$ cat src/rtl/core/rsame_pkg.sv
`default_nettype none
package rsame_pkg;

   localparam int WORD_BITS_DEF = 32;
   localparam int FIELD_BITS    = 32;
   localparam int CSR_IDX_BITS  = 2;

   localparam logic OP_ENCRYPT = 1'b0;
   localparam logic OP_DECRYPT = 1'b1;

   localparam logic [CSR_IDX_BITS-1:0] REG_MODULUS     = 2'd0;
   localparam logic [CSR_IDX_BITS-1:0] REG_PUBLIC_EXP  = 2'd1;
   localparam logic [CSR_IDX_BITS-1:0] REG_PRIVATE_EXP = 2'd2;

   // status of the modular multiplier as seen by the sequencer
   typedef struct packed {
      logic busy;
      logic done;
   } mm_stat_type;

endpackage
`default_nettype wire

$ cat src/rtl/core/rsame_cell.sv
`default_nettype none
// one bit of a shift row: parallel load or shift from the neighbor
module rsame_cell (
   input  wire logic clock,
   input  wire logic load,
   input  wire logic load_bit,
   input  wire logic shift,
   input  wire logic shift_in,
   output logic      bit_out
);
   logic bit_ff;
   logic bit_in;

   always_comb begin
      bit_in = bit_ff;
      if (load) begin
         bit_in = load_bit;
      end else if (shift) begin
         bit_in = shift_in;
      end
   end

   always_ff @(posedge clock) begin
      bit_ff <= bit_in;
   end

   assign bit_out = bit_ff;
endmodule
`default_nettype wire

$ cat src/rtl/core/rsame_mulmod.sv
`default_nettype none
// (a * b) mod m by double-and-add, one bit of b per cycle, MSB first.
// b sits in a row of cells shifting toward the top. Needs a <= m, acc < m.
module rsame_mulmod #(
   parameter int WORD_BITS = 32
) (
   input  wire logic                 clock,
   input  wire logic                 reset,
   input  wire logic                 start,
   input  wire logic [WORD_BITS-1:0] a,
   input  wire logic [WORD_BITS-1:0] b,
   input  wire logic [WORD_BITS-1:0] m,
   output rsame_pkg::mm_stat_type    stat,
   output logic [WORD_BITS-1:0]      p
);
   import rsame_pkg::*;

   localparam int CNT_W = $clog2(WORD_BITS + 1);

   logic                 run_ff, run_in;
   logic                 done_ff, done_in;
   logic [CNT_W-1:0]     cnt_ff, cnt_in;
   logic [WORD_BITS-1:0] acc_ff, acc_in;
   logic [WORD_BITS-1:0] a_ff, m_ff;
   logic [WORD_BITS-1:0] b_bits;
   logic [WORD_BITS:0]   dbl, dbl_r, sum, sum_r;

   genvar gi;
   generate
      for (gi = 0; gi < WORD_BITS; gi++) begin : g_row
         if (gi == 0) begin : g_first
            rsame_cell u_cell (
               .clock   (clock),
               .load    (start),
               .load_bit(b[gi]),
               .shift   (run_ff),
               .shift_in(1'b0),
               .bit_out (b_bits[gi])
            );
         end else begin : g_rest
            rsame_cell u_cell (
               .clock   (clock),
               .load    (start),
               .load_bit(b[gi]),
               .shift   (run_ff),
               .shift_in(b_bits[gi-1]),
               .bit_out (b_bits[gi])
            );
         end
      end
   endgenerate

   // double, reduce, conditionally add a, reduce
   always_comb begin
      dbl   = {acc_ff, 1'b0};
      dbl_r = (dbl >= {1'b0, m_ff}) ? dbl - {1'b0, m_ff} : dbl;
      sum   = b_bits[WORD_BITS-1] ? dbl_r + {1'b0, a_ff} : dbl_r;
      sum_r = (sum >= {1'b0, m_ff}) ? sum - {1'b0, m_ff} : sum;
   end

   always_comb begin
      run_in  = run_ff;
      done_in = 1'b0;
      cnt_in  = cnt_ff;
      acc_in  = acc_ff;
      if (start) begin
         run_in = 1'b1;
         cnt_in = '0;
         acc_in = '0;
      end else if (run_ff) begin
         acc_in = sum_r[WORD_BITS-1:0];
         cnt_in = cnt_ff + 1'b1;
         if (cnt_ff == CNT_W'(WORD_BITS - 1)) begin
            run_in  = 1'b0;
            done_in = 1'b1;
         end
      end
   end

   always_ff @(posedge clock) begin
      if (reset) begin
         run_ff  <= 1'b0;
         done_ff <= 1'b0;
         cnt_ff  <= '0;
      end else begin
         run_ff  <= run_in;
         done_ff <= done_in;
         cnt_ff  <= cnt_in;
      end
      acc_ff <= acc_in;
      if (start) begin
         a_ff <= a;
         m_ff <= m;
      end
   end

   assign stat.busy = run_ff;
   assign stat.done = done_ff;
   assign p         = acc_ff;
endmodule
`default_nettype wire

$ cat src/rtl/core/rsa_modular_exponentiation.sv
`default_nettype none
// Channel  | Direction | Ports
// ---------+-----------+-------------------------------------------------
// req      | in        | req_valid, req_ready, req_operation, req_value
// rsp      | out       | rsp_valid, rsp_ready, rsp_result
// csr      | in        | csr_write_enable, csr_index, csr_write_data
//
// Cost: one modular multiply runs in the shared double-and-add unit
//   (one bit of the multiplier per cycle through its cell row).
// An item costs one reduction plus up to 2*WORD_BITS multiplies.
// Reset: synchronous, active high; modulus 1, exponents 0, both channels idle.
// Stalls: a finished result waits in the output register; the next request
//   is taken meanwhile and only its own completion waits on rsp_ready.
module rsa_modular_exponentiation #(
   parameter int WORD_BITS = rsame_pkg::WORD_BITS_DEF
) (
   input  wire logic                                 clock,
   input  wire logic                                 reset,
   input  wire logic                                 req_valid,
   output logic                                      req_ready,
   input  wire logic                                 req_operation,
   input  wire logic [rsame_pkg::FIELD_BITS-1:0]     req_value,
   output logic                                      rsp_valid,
   input  wire logic                                 rsp_ready,
   output logic [rsame_pkg::FIELD_BITS-1:0]          rsp_result,
   input  wire logic                                 csr_write_enable,
   input  wire logic [rsame_pkg::CSR_IDX_BITS-1:0]   csr_index,
   input  wire logic [rsame_pkg::FIELD_BITS-1:0]     csr_write_data
);
   import rsame_pkg::*;

   localparam logic [2:0] S_IDLE = 3'd0;
   localparam logic [2:0] S_RED  = 3'd1;  // value mod m
   localparam logic [2:0] S_TEST = 3'd2;  // look at exponent LSB
   localparam logic [2:0] S_MUL  = 3'd3;  // acc * base
   localparam logic [2:0] S_SQR  = 3'd4;  // base * base
   localparam logic [2:0] S_OUT  = 3'd5;  // hand result to output reg

   // config registers
   logic [FIELD_BITS-1:0] modulus_ff, pub_exp_ff, priv_exp_ff;

   logic [2:0]           state_ff, state_in;
   logic                 mm_start_ff, mm_start_in;
   logic [WORD_BITS-1:0] m_ff, m_in;
   logic [WORD_BITS-1:0] v_ff, v_in;
   logic [WORD_BITS-1:0] acc_ff, acc_in;
   logic [WORD_BITS-1:0] base_ff, base_in;
   logic                 rsp_valid_ff, rsp_valid_in;
   logic [FIELD_BITS-1:0] rsp_result_ff, rsp_result_in;

   logic                 req_xfer;
   logic                 e_load, e_shift, e_zero;
   logic [WORD_BITS-1:0] e_bits, e_load_val;
   logic [63:0]          mod_x, exp_x, val_x, acc_x;
   logic [WORD_BITS-1:0] mod_w;
   logic [WORD_BITS-1:0] mm_a, mm_b, mm_p;
   mm_stat_type          mm_stat;

   // ---- configuration writes, unknown index ignored
   always_ff @(posedge clock) begin
      if (reset) begin
         modulus_ff  <= FIELD_BITS'(1);
         pub_exp_ff  <= '0;
         priv_exp_ff <= '0;
      end else if (csr_write_enable) begin
         case (csr_index)
            REG_MODULUS:     modulus_ff  <= csr_write_data;
            REG_PUBLIC_EXP:  pub_exp_ff  <= csr_write_data;
            REG_PRIVATE_EXP: priv_exp_ff <= csr_write_data;
            default: ;
         endcase
      end
   end

   // ---- fit 32-bit fields to the datapath width
   assign mod_x = 64'(modulus_ff);
   assign exp_x = 64'((req_operation == OP_DECRYPT) ? priv_exp_ff : pub_exp_ff);
   assign val_x = 64'(req_value);
   assign acc_x = 64'(acc_ff);
   assign mod_w      = mod_x[WORD_BITS-1:0];
   assign e_load_val = exp_x[WORD_BITS-1:0];

   assign req_ready = (state_ff == S_IDLE);
   assign req_xfer  = req_valid && req_ready;

   // ---- exponent row: one cell per bit, shifts toward bit 0
   genvar gi;
   generate
      for (gi = 0; gi < WORD_BITS; gi++) begin : g_exp
         if (gi == WORD_BITS - 1) begin : g_top
            rsame_cell u_cell (
               .clock   (clock),
               .load    (e_load),
               .load_bit(e_load_val[gi]),
               .shift   (e_shift),
               .shift_in(1'b0),
               .bit_out (e_bits[gi])
            );
         end else begin : g_mid
            rsame_cell u_cell (
               .clock   (clock),
               .load    (e_load),
               .load_bit(e_load_val[gi]),
               .shift   (e_shift),
               .shift_in(e_bits[gi+1]),
               .bit_out (e_bits[gi])
            );
         end
      end
   endgenerate

   assign e_load = req_xfer;
   assign e_zero = (e_bits == '0);

   // ---- shared modular multiplier; operands picked by state
   always_comb begin
      mm_a = base_ff;
      mm_b = base_ff;
      case (state_ff)
         S_RED: begin
            mm_a = WORD_BITS'(1);
            mm_b = v_ff;
         end
         S_MUL: begin
            mm_a = acc_ff;
         end
         default: ;
      endcase
   end

   rsame_mulmod #(
      .WORD_BITS(WORD_BITS)
   ) u_mulmod (
      .clock(clock),
      .reset(reset),
      .start(mm_start_ff),
      .a    (mm_a),
      .b    (mm_b),
      .m    (m_ff),
      .stat (mm_stat),
      .p    (mm_p)
   );

   // ---- sequencer
   always_comb begin
      state_in      = state_ff;
      mm_start_in   = 1'b0;
      m_in          = m_ff;
      v_in          = v_ff;
      acc_in        = acc_ff;
      base_in       = base_ff;
      e_shift       = 1'b0;
      rsp_valid_in  = rsp_valid_ff && !rsp_ready;
      rsp_result_in = rsp_result_ff;
      case (state_ff)
         S_IDLE: begin
            if (req_xfer) begin
               m_in        = (mod_w == '0) ? WORD_BITS'(1) : mod_w;
               v_in        = val_x[WORD_BITS-1:0];
               state_in    = S_RED;
               mm_start_in = 1'b1;
            end
         end
         S_RED: begin
            if (mm_stat.done) begin
               base_in  = mm_p;
               // acc = 1 even for m = 1; the first acc * base folds it to 0
               acc_in   = WORD_BITS'(1);
               state_in = S_TEST;
            end
         end
         S_TEST: begin
            if (e_zero) begin
               state_in = S_OUT;
            end else if (e_bits[0]) begin
               state_in    = S_MUL;
               mm_start_in = 1'b1;
            end else begin
               e_shift     = 1'b1;
               state_in    = S_SQR;
               mm_start_in = 1'b1;
            end
         end
         S_MUL: begin
            if (mm_stat.done) begin
               acc_in      = mm_p;
               e_shift     = 1'b1;
               state_in    = S_SQR;
               mm_start_in = 1'b1;
            end
         end
         S_SQR: begin
            if (mm_stat.done) begin
               base_in  = mm_p;
               state_in = S_TEST;
            end
         end
         S_OUT: begin
            if (!rsp_valid_ff || rsp_ready) begin
               rsp_valid_in  = 1'b1;
               rsp_result_in = acc_x[FIELD_BITS-1:0];
               state_in      = S_IDLE;
            end
         end
         default: begin
            state_in = S_IDLE;
         end
      endcase
   end

   always_ff @(posedge clock) begin
      if (reset) begin
         state_ff     <= S_IDLE;
         mm_start_ff  <= 1'b0;
         rsp_valid_ff <= 1'b0;
      end else begin
         state_ff     <= state_in;
         mm_start_ff  <= mm_start_in;
         rsp_valid_ff <= rsp_valid_in;
      end
      m_ff          <= m_in;
      v_ff          <= v_in;
      acc_ff        <= acc_in;
      base_ff       <= base_in;
      rsp_result_ff <= rsp_result_in;
   end

   assign rsp_valid  = rsp_valid_ff;
   assign rsp_result = rsp_result_ff;

`ifndef NO_ASSERTIONS
   // a new request never lands on a running multiply
   a_req_mm_idle: assert property (@(posedge clock) disable iff (reset)
      req_xfer |-> !mm_stat.busy && !mm_start_ff)
      else $error("request taken while multiplier busy");

   // multiplier completions only while the sequencer waits for one
   a_done_owned: assert property (@(posedge clock) disable iff (reset)
      mm_stat.done |-> (state_ff == S_RED || state_ff == S_MUL || state_ff == S_SQR))
      else $error("multiplier done in unexpected state");

   // result is handed over only once the exponent is used up
   a_out_e_zero: assert property (@(posedge clock) disable iff (reset)
      (state_ff == S_OUT) |-> e_zero)
      else $error("output state with exponent bits left");
`endif
endmodule
`default_nettype wire

$ cat config.mk
export PLATFORM = sky130hd
export DESIGN_NAME = rsa_modular_exponentiation
export DESIGN_NICKNAME = d
export VERILOG_FILES = /design/src/rtl/core/rsame_pkg.sv /design/src/rtl/core/rsame_cell.sv /design/src/rtl/core/rsame_mulmod.sv /design/src/rtl/core/rsa_modular_exponentiation.sv
export SDC_FILE = /design/constraint.sdc
export NUM_CORES = 1
export LEC_CHECK = 0
export ABC_AREA = 1
export BUFFER_PORTS_ARGS = -buffer_cell sky130_fd_sc_hd__buf_2
export CORE_ASPECT_RATIO = 0.6
export CORE_MARGIN = 2
export CORE_UTILIZATION = 40
export DETAILED_ROUTE_END_ITERATION = 10
export SKIP_CTS_REPAIR_TIMING = 1
export SLEW_MARGIN = 20
export SYNTH_ARGS = -nofsm -noshare
export SYNTH_HDL_FRONTEND = slang
export SYNTH_SLANG_ARGS = --single-unit
$ cat constraint.sdc
create_clock -name clock -period 14.1 [get_ports clock]
set_input_delay 2.82 -clock clock [delete_from_list [all_inputs] [get_ports clock]]
set_output_delay 2.82 -clock clock [all_outputs]
set_load 0.005 [all_outputs]
==> results.yml, run 1 <==
critical_path:
  worst-setup-path-type: "reg -> reg"
  cp-start-kind: "flip-flop"
  cpMostUsedCell: "nand2_1"
  path_delay_family: "simple AND/OR/NAND/NOR gates"
  worstPathArrival_ns: 9.17
  critPathRequiredTime_ns: 14.59
  path_buf_inv: 7
  critPathCaptureType: "flip-flop"
  cp_slowest_cell: "nor4_1"
  r2r_end: "u_mulmod.p[31]"
  cpPeakStageDelay_ns: 1.00
  regToRegSetupSlack_ns: 5.42
  cp_max_fo: 35
  rr_worst_depth: 36
  rr_startpoint: "u_mulmod.p[23]"
sta:
  fin_crit_sh_pct: 61.56
  hold_viol: 0
  setup_ws_ns: 5.420
  skew_ns: 0.03796
  rsz0062_at_grt: "false"
  tightest_slew_ns: 1.177
  slew_viol_final: 0
  fin_crit_ns: 8.680
  max_freq_ghz: 0.1152
  finalSetupTns_ns: 0
  slew_headroom_pct: 20.84
  setup_violations: 0
synthesis:
  ys_ff_latch: 429
  ys_async_sr_fraction_pct: 0
  seq_area_frac_synth_pct: 48.35
  yosysMostFrequentCell: "nand2_1"
  synthFlopType: "edfxtp_1"
  synth.top_cells.by_count: "nand2_1 (808), inv_1 (383), edfxtp_1 (288)"
  postSynthCellCount: 2999
  synth_edf_count: 288
  syn-num-nets: 3171
  syn_avg_cell_area_um2: 7.911
  synth_area_leaders: "edfxtp_1 (36%), nand2_1 (13%), dfxtp_1 (12%)"
  ys_types: 48
  syn_area_mm2: 0.02373
  ys.warnings.count: 0
  synth_top_cell_by_area: "edfxtp_1"
  synth_top_area_share_pct: 36.45
cts:
  cts_tree: "yes"
  clkTransAtPathRegs_ns: 0.06
  root_buffer: "clkbuf_16"
  clock-sinks: 429
  cts_made_buffers: 44
  clock_latency_ns: 0.61
  htreeDepth: 2
  ctsLongestPathBuffers: 3
die:
  ioPinCount: 106
  die-area_mm2: 0.06134
  initial_core_util_pct: 40.30
  die_w_um: 318.4
  core.rowCount: 69
  die_h_um: 192.7
  fp.coreArea_mm2: 0.05888
finish:
  postLayoutCellArea_mm2: 0.02639
  nNetsFinal: 3220
  drive_gt1_share_pct: 7.720
  n_fill_cell: 5925
  diodes: 0
  area_delta_synth_final_pct: 11.24
global_routing:
  grt_pass1_wl_um: 115500
  grt_pass1_vias: 18560
  grt_max_degree: 98
  track_usage_pct: 25.09
  overflow: 0
  grt_antenna_before_repair: 0
detailed_routing:
  routedWlPerCell_um: 20.07
  first_iter_violations: 1988
  antenna_left: 0
  remaining_drc_errors: 0
  dr.pass1.iters: 6
  drt-total-wl_um: 77550
  vias: 20420
  routed_via_density: 5.284
placement:
  pre_cts_ws_ns: 5.954
  gp_congestion: 1.030
  portBuffers: 105
  hpwl_um: 60330
  place_area_mm2: 0.02493
status:
  status: "finished clean"
job:
  drv_cap: 0
min_path:
  min_from: "m_ff[19]"
  min_path_type: "reg -> reg"
  min_path_cells: 0
  hold-path-endpoint: "u_mulmod.m_ff[19]"
[through the flow]
stage	hold WS, ns	cells	util (%)
2_1_floorplan	0.4003	2999	-
3_3_place_gp	0.4038	3782	42.34
3_5_place_dp	0.4052	3782	42.34
4_1_cts	0.4140	3863	44.78
5_1_grt	0.4180	3864	44.83
6_report	0.4113	3864	44.83
[worst max-delay path by stage]
stage	slack, ns	depth (start not counted)	start	endpoint
6_report	5.42	36	u_mulmod.p[23]	u_mulmod.p[31]
3_3_place_gp	5.69	34	u_mulmod.p[23]	u_mulmod.p[30]
5_1_grt	5.15	35	u_mulmod.p[23]	u_mulmod.p[30]
4_1_cts	5.90	36	u_mulmod.p[23]	u_mulmod.p[30]
2_1_floorplan	6.08	6	req_valid	g_exp[0].g_mid.u_cell.bit_out
3_5_place_dp	5.95	36	u_mulmod.p[23]	u_mulmod.p[30]
[kinds of logic (layout without fill, tap and decap cells)]
family / after synthesis / in the layout / synth area share (%)
multiplexers: 1 / 1 / 0.04219
AND/OR/NAND/NOR: 1421 / 1421 / 25.18
buffers and inverters: 514 / 598 / 8.321
XOR/XNOR: 54 / 54 / 1.993
AO/OA/AOI/OAI: 480 / 480 / 10.75
flip-flops: 429 / 429 / 48.35
adder cells (fa/ha/maj): 100 / 100 / 5.368
[placed cells by master (no fill, tap or decap), types with 22 or more instances in the layout]
cell | Yosys | final
nor3_1 | 22 | 22
a21oi_1 | 177 | 176
dfxtp_1 | 141 | 140
edfxtp_1 | 288 | 288
nor2_1 | 287 | 280
nand3_1 | 190 | 189
xnor2_1 | 26 | 26
o21ai_0 | 247 | 247
inv_1 | 383 | 382
ha_1 | 97 | 97
nand4_1 | 45 | 45
nand2_1 | 808 | 807
o21bai_1 | 22 | 22
buf_2 | 12 | 105
clkbuf_16 | 0 | 45
xor2_1 | 28 | 28
[flip-flops by register name (all words and copies together) (netlist names), 3 cells and up]
name	flops
v_ff	32
u_mulmod.m_ff	32
g_exp.g_mid.u_cell.bit_out	31
mod_w	32
base_ff	32
u_mulmod.a_ff	32
m_ff	32
state_ff	3
u_mulmod.cnt_ff	6
u_mulmod.p	32
rsp_result	32
acc_ff	32
priv_exp_ff	32
u_mulmod.g_row.g_rest.u_cell.bit_out	31
pub_exp_ff	32
[metal layers]
metal	vias up	part of all wire (%)	global-route usage [%]
li1	9957	-	-
met1	9676	51	40.01
met2	714	38	33.45
met3	72	9.1	6.139
met4	0	1.4	4.922
met5	-	0	0
[layout make-up]
| class | instances | area (µm²) | share of cell area (%) |
|---|---|---|---|
| flip-flops and latches | 429 | 11470 | 43.47 |
| multi-input cells | 2056 | 10330 | 39.16 |
| inverters | 390 | 1464 | 5.546 |
| clock buffers | 56 | 1177 | 4.461 |
| well taps | 781 | 977.2 | 3.702 |
| repair buffers | 127 | 703.2 | 2.664 |
| clock inverters | 25 | 262.8 | 0.9955 |
Power of run 1 is left out: the tool's default activity adds up to more than one toggle a clock period on the data nets, which glitch-free logic cannot reach.
==> run 2: changes to the inputs <==
==> constraint.sdc (replaced) <==
create_clock -name clock -period 7.95 [get_ports clock]
set_input_delay 1.59 -clock clock [delete_from_list [all_inputs] [get_ports clock]]
set_output_delay 1.59 -clock clock [all_outputs]
set_load 0.005 [all_outputs]
==> results.yml, run 2 (synthesis gave the netlist of run 1 again) <==
die:
  core.rowCount: 69
  ioPinCount: 106
  die_w_um: 318.4
  die-area_mm2: 0.06134
  die_h_um: 192.7
  initial_core_util_pct: 40.30
  fp.coreArea_mm2: 0.05888
sta:
  slew_headroom_pct: 32.46
  slew_viol_final: 0
  setup_violations: 0
  max_freq_ghz: 0.1323
  fin_crit_ns: 7.557
  skew_ns: 0.02744
  tightest_slew_ns: 1.012
  rsz0062_at_grt: "false"
  whs_ns: 0.4165
  hold_viol: 0
  fin_crit_sh_pct: 95.06
  finalSetupTns_ns: 0
cts:
  root_buffer: "clkbuf_16"
  cts_made_buffers: 44
  htreeDepth: 2
  cts_tree: "yes"
  clkTransAtPathRegs_ns: 0.07
  clock-sinks: 429
  ctsLongestPathBuffers: 3
  clock_latency_ns: 0.59
critical_path:
  critPathRequiredTime_ns: 8.43
  cpPeakStageDelay_ns: 0.75
  r2r_end: "u_mulmod.p[25]"
  rr_worst_depth: 36
  cpMostUsedCell: "nand2_1"
  worst-setup-path-type: "reg -> reg"
  path_buf_inv: 6
  cp_max_fo: 20
  cp_slowest_cell: "nor4_1"
  cp-start-kind: "flip-flop"
  regToRegSetupSlack_ns: 0.39
  rr_startpoint: "u_mulmod.p[22]"
  worstPathArrival_ns: 8.04
  critPathCaptureType: "flip-flop"
  path_delay_family: "simple AND/OR/NAND/NOR gates"
min_path:
  hold-path-endpoint: "u_mulmod.m_ff[9]"
  min_from: "m_ff[9]"
  min_path_type: "reg -> reg"
  min_path_cells: 0
detailed_routing:
  first_iter_violations: 2136
  route.met3.wl_um: 6290
  antenna_left: 0
  routed_via_density: 5.270
  routedWlPerCell_um: 19.73
  drt-total-wl_um: 76500
  vias: 20430
  remaining_drc_errors: 0
  wl_met1_um: 39970
  highest_layer: "met5"
  wl_met2_um: 28980
  dr.pass1.iters: 6
finish:
  layout_common_cells: "nand2_1 (807), inv_1 (382), edfxtp_1 (288)"
  diodes: 0
  drive_gt1_share_pct: 7.913
  area_delta_synth_final_pct: 11.38
  layout_commonest_cell: "nand2_1"
  postLayoutCellArea_mm2: 0.02643
  post-route-util_pct: 44.88
  nNetsFinal: 3233
global_routing:
  grt_max_degree: 98
  grt_antenna_before_repair: 1
  grt_pass1_vias: 18700
  overflow: 0
  grt_pass1_wl_um: 114500
  track_usage_pct: 24.77
placement:
  portBuffers: 105
  gp_congestion: 1.040
  place_area_mm2: 0.02505
  hpwl_um: 59740
status:
  status: "finished clean"
job:
  drv_cap: 0
## run 2: cell count changes in the layout (fill, tap and decap cells not counted), sizes merged
cell / before / now
buf: 127 / 140
clkbuf: 56 / 64
clkinv: 17 / 10
clkinvlp: 3 / 1
inv: 392 / 394
bufinv: 3 / 2
## run 2: area by class of cell
type | instances | area, µm²
well taps | 781 | 977.2
inverters | 390 | 1464
fillers | 5968 | 32450
clock buffers | 64 | 1206
flip-flops and latches | 429 | 11470
clock inverters | 17 | 166.4
multi-input cells | 2056 | 10320
repair buffers | 140 | 815.8
## run 2: how the worst max path moves through the flow
stage | startpoint | endpoint | slack (ns) | depth (start not counted)
floorplan | req_valid | g_exp[0].g_mid.u_cell.bit_out | 1.16 | 6
global placement | u_mulmod.p[23] | u_mulmod.p[8] | 0.59 | 34
detailed placement | u_mulmod.p[22] | u_mulmod.p[22] | 0.78 | 35
CTS | u_mulmod.p[22] | u_mulmod.p[25] | 0.71 | 35
global route | u_mulmod.p[23] | u_mulmod.p[29] | 0.05 | 35
finish | u_mulmod.p[22] | u_mulmod.p[25] | 0.39 | 36
## run 2: stage by stage
stage	setup slack [ns]	instances
final	0.3929	3877
after global routing	0.04930	3877
after CTS	0.7128	3877
after detailed placement	0.7807	3796
after global placement	0.5851	3796
after floorplan	1.164	2999
## run 2: routing by layer
metal  vias to the layer above  track usage [%]
met2                       704            32.78
met3                        78            5.772
met5                         -            1.667
met4                         2            4.885
li1                      10020                -
met1                      9630            39.72
Power of run 2 is left out for the same reason.
